### src/rtl/ptw_pkg.sv
// shared constants and types for the four-level page table walker
// no dependencies; imported by ptw_addr_unit and the top level
`default_nettype none

package ptw_pkg;

  // physical memory geometry
  localparam int MEM_WORDS = 4096;
  localparam int ADDR_W    = $clog2(MEM_WORDS);

  // table geometry
  localparam int LEVELS     = 4;
  localparam int LVL_W      = $clog2(LEVELS + 1);
  localparam int IDX_BITS   = 9;
  localparam int PAGE_SHIFT = 12;
  localparam int SH_W       = 7;
  localparam int WADDR_W    = 61;

  localparam logic [63:0] PAGE_MASK = 64'h0000_0000_0000_0fff;

  // request kinds
  localparam logic REQ_WRITE     = 1'b0;
  localparam logic REQ_TRANSLATE = 1'b1;

  // entry read request from the shared address unit
  typedef struct packed {
    logic [ADDR_W-1:0] addr;
    logic              hit;
  } rd_req_t;

endpackage

`default_nettype wire

### src/rtl/ptw_addr_unit.sv
// shared entry address unit: index extract, base add and range compare
// depends on ptw_pkg
`default_nettype none

module ptw_addr_unit
  import ptw_pkg::*;
(
  input  wire logic [63:0]      base,
  input  wire logic [63:0]      lin,
  input  wire logic [LVL_W-1:0] level,
  output rd_req_t               req
);

  logic [LVL_W-1:0]    lvl_m1;
  logic [SH_W-1:0]     sh;
  logic [63:0]         shifted;
  logic [IDX_BITS-1:0] idx;
  logic [WADDR_W-1:0]  word;

  // nine index bits of the linear address for this level
  always_comb begin
    lvl_m1  = level - LVL_W'(1);
    sh      = SH_W'(PAGE_SHIFT) + SH_W'(IDX_BITS) * SH_W'(lvl_m1);
    shifted = lin >> sh;
    idx     = shifted[IDX_BITS-1:0];
  end

  // word address of the entry, base low bits are already clear
  always_comb begin
    word     = base[63:3] + WADDR_W'(idx);
    req.addr = word[ADDR_W-1:0];
    req.hit  = (word < WADDR_W'(MEM_WORDS));
  end

endmodule

`default_nettype wire

### config.mk
export PLATFORM = sky130hd
export DESIGN_NAME = ptw_addr_unit
export DESIGN_NICKNAME = d
export VERILOG_FILES = /design/src/rtl/ptw_pkg.sv /design/src/rtl/ptw_addr_unit.sv
export SDC_FILE = /design/constraint.sdc
export NUM_CORES = 1
export LEC_CHECK = 0
export BUFFER_PORTS_ARGS = -buffer_cell sky130_fd_sc_hd__clkbuf_2
export CAP_MARGIN = 10
export CORE_ASPECT_RATIO = 1.5
export CORE_MARGIN = 3
export CORE_UTILIZATION = 40
export DETAILED_ROUTE_END_ITERATION = 8
export GPL_ROUTABILITY_DRIVEN = 1
export PLACE_DENSITY = 0.75
export SLEW_MARGIN = 10
export SYNTH_ARGS = -nofsm -noshare
export SYNTH_HDL_FRONTEND = slang
export SYNTH_SLANG_ARGS = --single-unit
### constraint.sdc
create_clock -name vclk -period 15.33
set_clock_uncertainty 0.05 [all_clocks]
set_input_delay 3.066 -clock vclk [all_inputs]
set_output_delay 3.066 -clock vclk [all_outputs]
set_load 0.03 [all_outputs]
---- Yosys cells after proc, flatten, opt, wreduce, memory -nomap -nowiden ----
Cells that the tools add are included.
storage, ports and cells
  output and inout bits ................... 13
  input bits .............................. 131
  word-level logic and storage cells ...... 6
  bits in registers ....................... 0
operators by class
  $add $sub $neg .......................... 3
  order comparisons ....................... 1
  shift operators ......................... 1
  multipliers ............................. 1
operators by type and width
  kind                  count
  $shr 64x7->9          1
  $add 61x9->61         1
  $lt 61x13->1 const B  1
  $add 4x7->7 const A   1
  $mul 4x3->7 const A   1
  $sub 3x1->3 const B   1

---- Depth between registers and ports, before layout ----
Gate-level depths: netlist (run 1).
  depth in word-level cells ............... 6
  depth in mapped cells ................... 29

---- Worst setup path after synthesis (run 1) ----
Ideal clock, no wire load.
  path type ............................... input to output
  start ................................... in level[0]
  end ..................................... out req[0] in the netlist's numbering
  arrival ................................. 9910 ps
  buffers on the path ..................... 11
  path slack .............................. 2304 ps
  stages on the path ...................... 29
  cell sequence ........................... buf_2 buf_2 clkinv_1 clkbuf_1 buf_1 ha_1 buf_2 buf_2 clkbuf_1 buf_1 clkbuf_1 a21oi_1 ha_1 clkbuf_1 clkbuf_1 o211ai_1 a21oi_1 ha_1 inv_1 fa_1 and2b_1 o2111ai_1 a21boi_1 o21ai_2 or4b_2 o21ai_0 a22o_2 nand4_1 nor4_2
RTL lines
  item         RTL line             source
  from (decl)  ptw_addr_unit.sv:10  input wire logic [LVL_W-1:0] level,
  to (decl)    ptw_addr_unit.sv:11  output rd_req_t req

==> results.ini, run 1 <==
[status]
outcome = finished clean

[synth]
postSynthCellCount = 555
synthDominantCellAreaShare_pct = 18.1
ys_types = 67
synth_common_cells = nand2_1 (72), nor2_1 (56), a21oi_1 (41), o21ai_0 (36), mux4_2 (31)
synthTopCellsByArea = mux4_2 (18%), nand2_1 (7.0%), nor2_1 (5.4%), a21oi_1 (5.3%), o21ai_0 (4.7%)
ys_warn_count = 0
synth_area_per_cell_um2 = 6.96
synth.most_common_cell = nand2_1
syn_nets = 698
post-synth-top-area-cell = mux4_2
syn-cell-area_um2 = 3860
yosysSeqAreaShare_pct = 0

[detailed_routing]
avgRoutedWirePerCell_um = 19.5
route.met3.wl_um = 1360
wl_met2_um = 7510
highest_layer = met4
ant_nets = 0
drt_iter0_drc = 375
drc = 0
wl_met1_um = 5210
vias = 5104
vias_per_cell = 6.55
dr.pass1.iters = 5
drt_wl_total_um = 15200

[sta]
setup_tns_ns = 0
fin_crit_sh_pct = 85.4
drv_slew = 0
rsz0062_at_grt = false
min_period_ns = 13.09
clock.fmax_mhz = 76.4
hold_violations = 0
tightest_slew_ns = 1.14
setup_viol = 0
slew_headroom_pct = 22.2

[final_layout]
syn_to_final_growth_pct = 19.5
n_clock_buffer = 0
regArea_um2 = 0
drive_gt1_share_pct = 32.2
nFillCells = 970
finalNetCount = 812
antenna_cells = 0
final_core_util_pct = 49.6
design.seq.count = 0

[floorplanning]
initial_core_util_pct = 41.5
fp.coreArea_um2 = 9310
rows = 43
fp.dieW_um = 86.2
die_h_um = 126
die_area_um2 = 10900
ios = 144

[global_routing]
grt_pass1_vias = 4861
grt.total_usage_pct = 27.0
grt.overflow.total = 0
grt_max_degree = 76
antenna_found_initial = 0
grt_pass1_wl_um = 24000

[worst_setup_path]
cp_data_required_time_ns = 12.21
crit_type = in -> out
critPathLaunch = level[0]
cp-endpoint = req[0]
arrival_ns = 9.97
start_kind = primary input
worstPathMaxFanout = 36
end_kind = primary output

[flow_run]
drv_cap = 0

[power_and_ir_drop]
ir_worst_vdd_mv = 0.0730
leakagePower_nw = 1.91
power_density_nw_per_um2 = 57.1

[placement]
gp_congestion = 0.996
portBuffers = 139
dp_hpwl_um = 12500

[cts]
hold_buffers = 0
cts_resized = 0
post_cts_buffers = 0

[hold_path]
hold_class = in -> out

per-layer routing:
metal  GRT usage, %  vias to the layer above
li1               -                     2373
met1           30.5                     2336
met2           48.3                      332
met3           2.53                       63
met4           15.5                        0
met5              0                        -
cells by family (layout without fill, tap and decap cells):
kind of cell               after synthesis  count (layout)  share of synthesized area, %
buffers and inverters                   53             165                          5.63
AOI/OAI and AO/OA                      150             150                          25.7
muxes                                   55              55                          24.6
adders and majority gates               12              12                          4.08
xor gates and xnor gates                28              28                          6.35
and+or+nand+nor                        257             257                          33.5
layout make-up:
cell class	count	area [um^2]	area share [%]
Timing Repair Buffer	146	748	16.2
Multi-Input combinational cell	502	3660	79.2
Tap cell	112	140	3.04
Inverter	19	71.3	1.55
critical path, cell delays in order:
cell	delay, ns
clkbuf_2	0.09
clkinv_1	0.05
buf_4	0.22
ha_2	0.77
buf_4	0.50
mux4_2	0.58
mux4_2	0.49
mux4_2	0.45
nor2b_1	0.14
ha_1	0.35
a21o_1	0.22
a21oi_1	0.20
a21boi_1	0.20
o21ai_2	0.47
xnor2_1	0.11
a2111oi_0	0.99
and4_2	0.34
nand4_1	0.09
nor4_2	0.34
clkbuf_2	0.25
where the power goes:
group          total [mW]  leakage, nW  internal, mW  switching, mW
Sequential              0            0             0              0
Combinational       0.264         1.91        0.0997          0.164
Clock                   0            0             0              0
Total               0.264         1.91        0.0997          0.164
through the flow:
| stage | setup slack, ns | power, mW | area (um^2) | cells | hold WS (ns) |
|---|---|---|---|---|---|
| after global placement | 2.58 | 0.257 | 4620 | 779 | 6.41 |
| after detailed placement | 2.44 | 0.262 | 4620 | 779 | 6.42 |
| after global routing | 1.93 | 0.286 | 4620 | 779 | 6.44 |
| after floorplan | 2.30 | 0.180 | 3860 | 555 | 6.26 |
| final | 2.24 | 0.264 | 4620 | 779 | 6.42 |
| after CTS | 2.45 | 0.262 | 4620 | 779 | 6.42 |
worst min-delay path by stage:
stage / startpoint / endpoint / slack, ns / cells past startpoint
after floorplan: base[12] / req[10] / 6.26 / 1
after global placement: base[14] / req[12] / 6.41 / 3
after detailed placement: base[14] / req[12] / 6.42 / 3
after CTS: base[14] / req[12] / 6.42 / 3
after global routing: base[14] / req[12] / 6.44 / 3
final: base[14] / req[12] / 6.42 / 3
cell usage in the layout, fill, tap and decap left out, types with 3 or more instances in the layout:
| master | netlist | final |
|---|---|---|
| a2111oi_0 | 5 | 5 |
| a211o_1 | 6 | 6 |
| a211oi_1 | 6 | 6 |
| a21o_1 | 3 | 3 |
| a21oi_1 | 41 | 41 |
| a311oi_1 | 3 | 3 |
| a31oi_1 | 6 | 6 |
| a32oi_1 | 3 | 3 |
| and3_1 | 10 | 10 |
| and3_2 | 4 | 4 |
| buf_4 | 0 | 7 |
| clkbuf_2 | 0 | 139 |
| ha_1 | 11 | 10 |
| inv_1 | 18 | 18 |
| mux2_2 | 7 | 7 |
| mux2i_1 | 16 | 16 |
| mux4_2 | 31 | 31 |
| nand2_1 | 72 | 72 |
| nand2b_1 | 5 | 5 |
| nand3_1 | 26 | 26 |
| nand4_1 | 21 | 21 |
| nor2_1 | 56 | 56 |
| nor2b_1 | 6 | 6 |
| nor3_1 | 18 | 18 |
| nor3b_1 | 3 | 3 |
| nor4_1 | 13 | 13 |
| o2111ai_1 | 6 | 6 |
| o211ai_1 | 7 | 7 |
| o21a_1 | 4 | 4 |
| o21ai_0 | 36 | 36 |
| o31ai_1 | 4 | 4 |
| or2_2 | 5 | 5 |
| or3_1 | 4 | 4 |
| xnor2_1 | 19 | 18 |
| xor2_1 | 9 | 9 |
Power figures use the tool's default switching activity.
==> run 2: changes to the inputs <==
CORE_ASPECT_RATIO = default   (was 1.5)
GPL_ROUTABILITY_DRIVEN = default   (was 1)
clock period = 15.37 ns   (was 15.33 ns; I/O delays follow)
==> run 2 against run 1 <==
Effect of this change:
- critical path depth is 1 lower
- hold slack better by 0.0086 ns
- worst setup slack better by 0.63 ns
- combinational power is 2% lower
- via count is 0.31% lower
- sequential share of layout area stayed put
- flip-flop and latch count stayed put
- critical path type unchanged
- largest cell class unchanged
==> results.ini, run 2 (synthesized netlist as in run 1, its figures left out) <==
[status]
outcome = finished clean  ; unchanged

[final_layout]
syn_to_final_growth_pct = 19.8  ; was 19.5%
stdcell_count = 795  ; was 779
regArea_um2 = 0  ; unchanged
final_core_util_pct = 49.6  ; about the same
antenna_cells = 0  ; unchanged
n_clock_buffer = 0  ; unchanged
layout_common_cells = clkbuf_2 (139), nand2_1 (72), nor2_1 (56), a21oi_1 (41), o21ai_0 (36)  ; unchanged
finalNetCount = 811  ; was 812
design.seq.count = 0  ; unchanged
fin_area_um2 = 4630  ; was 4620 um^2
final_common_cell = clkbuf_2  ; unchanged
drive_gt1_share_pct = 32.1  ; was 32.2%

[worst_setup_path]
crit_type = in -> out  ; unchanged
cpPeakStageDelay_ns = 0.85  ; was 0.99 ns
cp-endpoint = req[0]  ; unchanged
critPathLaunch = level[0]  ; unchanged
worstPathMaxFanout = 40  ; was 36
slowest_stage = ha_2  ; was a2111oi_0
arrival_ns = 9.37  ; was 9.97 ns
crit_chain = clkbuf_2 -> clkinv_1 -> ha_2 -> buf_4 -> mux4_2 -> mux4_2 -> mux4_2 -> nor2b_1 -> ha_1 -> nand3_1 -> nor2_1 -> o211ai_1 -> a2111oi_0 -> mux2i_1 -> nand2_1 -> a2111oi_0 -> nand4_1 -> nor4_2 -> clkbuf_2  ; was clkbuf_2 -> clkinv_1 -> buf_4 -> ha_2 -> buf_4 -> mux4_2 -> mux4_2 -> mux4_2 -> nor2b_1 -> ha_1 -> a21o_1 -> a21oi_1 -> a21boi_1 -> o21ai_2 -> xnor2_1 -> a2111oi_0 -> and4_2 -> nand4_1 -> nor4_2 -> clkbuf_2
end_kind = primary output  ; unchanged
start_kind = primary input  ; unchanged
cp_data_required_time_ns = 12.25  ; was 12.21 ns
crit_top_cell = mux4_2  ; unchanged

[sta]
clock.fmax_mhz = 80.0
slew_headroom_pct = 43.5  ; was 22.2%
fin_crit_sh_pct = 81.3
min_period_ns = 12.50
whs_ns = 6.43  ; was 6.42 ns
rsz0062_at_grt = false  ; unchanged
drv_slew = 0  ; unchanged
setup_tns_ns = 0  ; unchanged
hold_violations = 0  ; unchanged
setup_viol = 0  ; unchanged
tightest_slew_ns = 0.848  ; was 1.14 ns
setup_slack_ns = 2.87  ; was 2.24 ns

[global_routing]
grt_pass1_wl_um = 23000  ; was 24,000 um
gr-max-usage-layer = met2  ; unchanged
grt_pass1_vias = 4524  ; was 4,861
use_met3_pct = 3.23  ; was 2.53%
antenna_found_initial = 0  ; unchanged
grt.overflow.total = 0  ; unchanged
use_met2_pct = 41.0  ; was 48.3%
grt_max_degree = 76  ; unchanged
grt.total_usage_pct = 25.0  ; was 27.0%
grtUsageMet1_pct = 36.0  ; was 30.5%

[placement]
dp_slack_ns = 2.98  ; was 2.44 ns
gp_congestion = 0.968  ; was 0.996
dpl-instance-area_um2 = 4630  ; was 4620 um^2
dp_hpwl_um = 11900  ; was 12,500 um
portBuffers = 139  ; unchanged
dpl.cell_count = 795  ; was 779

[floorplanning]
rows = 35  ; was 43
fp.dieW_um = 104  ; was 86.2 um
ios = 144  ; unchanged
fp.coreArea_um2 = 9330  ; was 9310 um^2
die_area_um2 = 10900  ; about the same
initial_core_util_pct = 41.4  ; was 41.5%
die_h_um = 104  ; was 126 um

[power_and_ir_drop]
ir_worst_vdd_mv = 0.0766  ; was 0.0730 mV
power_density_nw_per_um2 = 56.1  ; was 57.1 nW/um^2
leakagePower_nw = 1.90  ; was 1.91 nW
total_power_mw = 0.260  ; was 0.264 mW

[flow_run]
drv_cap = 0  ; unchanged

[detailed_routing]
drc = 0  ; unchanged
ant_nets = 0  ; unchanged
drt_iter0_drc = 487  ; was 375
dr.pass1.iters = 5  ; unchanged
drt_wl_total_um = 14700  ; was 15,200 um
vias_per_cell = 6.40  ; was 6.55
avgRoutedWirePerCell_um = 18.5  ; was 19.5 um
vias = 5088  ; was 5,104

[cts]
hold_buffers = 0  ; unchanged
post_cts_buffers = 0  ; unchanged
cts_resized = 0  ; unchanged

[hold_path]
hold_class = in -> out  ; unchanged

==> run 2: worst max-delay path: cells and delay by family <==
kind	cells	cell delay [ns]
AOI/OAI and AO/OA	3	1.60
muxes	4	1.60
adders and majority gates	2	1.23
and+or+nand+nor	6	0.95
buffers and inverters	4	0.90
==> run 2: cell type report <==
cell class / instances / area [um^2]
multi-input combinational: 502 / 3660
inverter: 19 / 71.3
tap: 129 / 161
timing repair buffer: 145 / 741
fill: 972 / 4700
==> run 2: worst min-delay path by stage <==
stage                   from       to  slack, ns  cells after the start
floorplan           base[12]  req[10]       6.27                      1
global placement    base[14]  req[12]       6.42                      3
detailed placement  base[14]  req[12]       6.43                      3
CTS                 base[14]  req[12]       6.43                      3
global route        base[13]  req[11]       6.46                      3
finish              base[14]  req[12]       6.43                      3
==> run 2: metal layers <==
layer	wire length, um	vias up
li1	-	2368
met1	6380	2399
met2	6830	301
met3	1360	20
met4	144	0
met5	0	-
==> run 2: where the power goes <==
group / switching, mW / internal [mW] / leakage, nW / total, mW
registers: 0 / 0 / 0 / 0
clock network: 0 / 0 / 0 / 0
logic: 0.161 / 0.0990 / 1.90 / 0.260
==> run 3: changes to the inputs <==
ABC_AREA = 1   (was default)
PLACE_DENSITY = 0.72   (was 0.75)
clock period = 12 ns   (was 15.37 ns; I/O delays follow)
==> run 3 against run 2 <==
Effect of this change:
- critical path type unchanged
- routed wire length is 36% higher
- clock-buffer cell count did not move
- die area grew 34%
- final area grew 31%
- via count increased by 48%
- hold slack got worse by 1.3 ns
- synthesized cell count increased by 100%
- final cell count rose by 76%
- non-clock buffer count unchanged
- largest power group unchanged
==> results.ini, run 3 <==
[placement]
gp_congestion = 1.02  ; was 0.968
dp_hpwl_um = 16900  ; was 11,900 um
dpl-instance-area_um2 = 6050  ; was 4630 um^2
portBuffers = 141  ; was 139
dpl.cell_count = 1400  ; was 795

[cts]
hold_buffers = 0  ; unchanged
cts_resized = 0  ; unchanged
post_cts_buffers = 0  ; unchanged

[hold_path]
hold_class = in -> out  ; unchanged

[synth]
synthXorXnorAreaFrac_pct = 4.98  ; was 6.35%
synth_common_cells = nand2_1 (443), inv_1 (132), nor2_1 (119), o21ai_0 (90), nand3_1 (75)  ; was nand2_1 (72), nor2_1 (56), a21oi_1 (41), o21ai_0 (36), mux4_2 (31)
syn-cell-area_um2 = 5280  ; was 3860 um^2
syn_nets = 1266  ; was 698
muxShareOfSynthArea_pct = 1.90  ; was 24.6%
post-synth-top-area-cell = nand2_1  ; was mux4_2
postSynthCellCount = 1123  ; was 555
yosysSeqAreaShare_pct = 0  ; unchanged
ys_types = 47  ; was 67
synth.most_common_cell = nand2_1  ; unchanged
synth-adder-area-share_pct = 2.99  ; was 4.08%
synth_compound_area_share_pct = 18.7  ; was 25.7%
synthTopCellsByArea = nand2_1 (31%), inv_1 (9.4%), o21ai_0 (8.5%), nor2_1 (8.5%), nand3_1 (7.1%)  ; was mux4_2 (18%), nand2_1 (7.0%), nor2_1 (5.4%), a21oi_1 (5.3%), o21ai_0 (4.7%)
ys_warn_count = 0  ; unchanged
synth_top_family_by_area = simple AND/OR/NAND/NOR gates  ; unchanged
yosys.area_share.simple_pct = 58.3  ; was 33.5%
synth_area_per_cell_um2 = 4.70  ; was 6.96 um^2
synthDominantCellAreaShare_pct = 31.5  ; was 18.1%

[sta]
slew_headroom_pct = 56.0  ; was 43.5%
hold_violations = 0  ; unchanged
min_period_ns = 10.36
tightest_slew_ns = 0.660  ; was 0.848 ns
rsz0062_at_grt = false  ; unchanged
setup_viol = 0  ; unchanged
setup_tns_ns = 0  ; unchanged
fin_crit_sh_pct = 86.3
clock.fmax_mhz = 96.6
drv_slew = 0  ; unchanged

[worst_setup_path]
start_kind = primary input  ; unchanged
end_kind = primary output  ; unchanged
slowest_stage = buf_4  ; was ha_2
arrival_ns = 7.91  ; was 9.37 ns
cpPeakStageDelay_ns = 0.46  ; was 0.85 ns
crit_top_cell = nand2_1  ; was mux4_2
cp_data_required_time_ns = 9.55  ; was 12.25 ns
crit_type = in -> out  ; unchanged
worstPathMaxFanout = 64  ; was 40

[final_layout]
stdcell_count = 1400  ; was 795
nFillCells = 1482  ; was 972
n_clock_buffer = 0  ; unchanged
design.seq.count = 0  ; unchanged
layout_common_cells = nand2_1 (443), clkbuf_2 (141), inv_1 (132), nor2_1 (119), o21ai_0 (90)  ; was clkbuf_2 (139), nand2_1 (72), nor2_1 (56), a21oi_1 (41), o21ai_0 (36)
fin_area_um2 = 6050  ; was 4630 um^2
final_core_util_pct = 47.3  ; was 49.6%
finalNetCount = 1373  ; was 811
drive_gt1_share_pct = 15.0  ; was 32.1%
syn_to_final_growth_pct = 14.5  ; was 19.8%
regArea_um2 = 0  ; unchanged
multi_input_area_um2 = 4580  ; was 3660 um^2
final_common_cell = nand2_1  ; was clkbuf_2
antenna_cells = 0  ; unchanged

[floorplanning]
fp.dieW_um = 121  ; was 104 um
die_area_um2 = 14600  ; was 10,900 um^2
rows = 41  ; was 35
initial_core_util_pct = 41.3  ; was 41.4%
ios = 144  ; unchanged
fp.coreArea_um2 = 12800  ; was 9330 um^2
die_h_um = 121  ; was 104 um

[detailed_routing]
ant_nets = 0  ; unchanged
drt_wl_total_um = 20000  ; was 14,700 um
vias = 7518  ; was 5,088
dr.pass1.iters = 6  ; was 5
drc = 0  ; unchanged
drt_iter0_drc = 748  ; was 487
vias_per_cell = 5.37  ; was 6.40
avgRoutedWirePerCell_um = 14.3  ; was 18.5 um

[global_routing]
grt_max_degree = 82  ; was 76
antenna_found_initial = 0  ; unchanged
grt.overflow.total = 0  ; unchanged
grt_pass1_wl_um = 30800  ; was 23,000 um
grt_pass1_vias = 6418  ; was 4,524
grt.total_usage_pct = 25.6  ; was 25.0%

[power_and_ir_drop]
ir_worst_vdd_mv = 0.0452  ; was 0.0766 mV
leakagePower_nw = 3.26  ; was 1.90 nW
total_power_mw = 0.387  ; was 0.260 mW
power_density_nw_per_um2 = 64.0  ; was 56.1 nW/um^2

[flow_run]
drv_cap = 0  ; unchanged

[status]
outcome = finished clean  ; unchanged

==> run 3: report_power, final <==
part	internal [mW]	leakage (nW)	total, mW	switching (mW)
combinational	0.120	3.26	0.387	0.267
sequential	0	0	0	0
clock	0	0	0	0
total	0.120	3.26	0.387	0.267
==> run 3: kinds of logic (layout without fill, tap and decap cells) <==
family,Yosys count,count (layout)
simple gates,724,724
buf+inv,176,281
compound gates,171,171
xor+xnor,30,30
fa+ha+maj,12,12
mux,10,10
==> run 3: final timing paths <==
check | from | endpoint | cells past startpoint
setup / recovery | level[0] | req[0] | 30
hold / removal | base[14] | req[12] | 3
==> run 3: through the flow <==
step	worst slack [ns]	hold WS (ns)
finish	1.64	5.09
global route	1.15	5.13
CTS	1.70	5.10
detailed placement	1.71	5.10
global placement	1.82	5.10
floorplan	2.76	4.93
==> run 3: cell type report <==
type                       instances  share of cell area (%)
multi-input combinational        947                    75.8
timing repair buffer             145                    12.2
tap                              172                    3.56
inverter                         136                    8.44
==> run 3: critical path: cells and delay by family <==
kind                     cells  cell delay (ns)
AO/OA/AOI/OAI                1             0.23
buffers and inverters       10             1.79
AND/OR/NAND/NOR             14             1.85
adder cells (fa/ha/maj)      4             1.41
XOR/XNOR                     1             0.17
==> run 3: routing by layer <==
layer	vias up	routed length, um	GRT usage (%)
met5	-	0	0
met3	46	1480	1.21
met4	0	619	6.30
met2	351	9250	44.9
li1	3833	-	-
met1	3288	8640	34.4
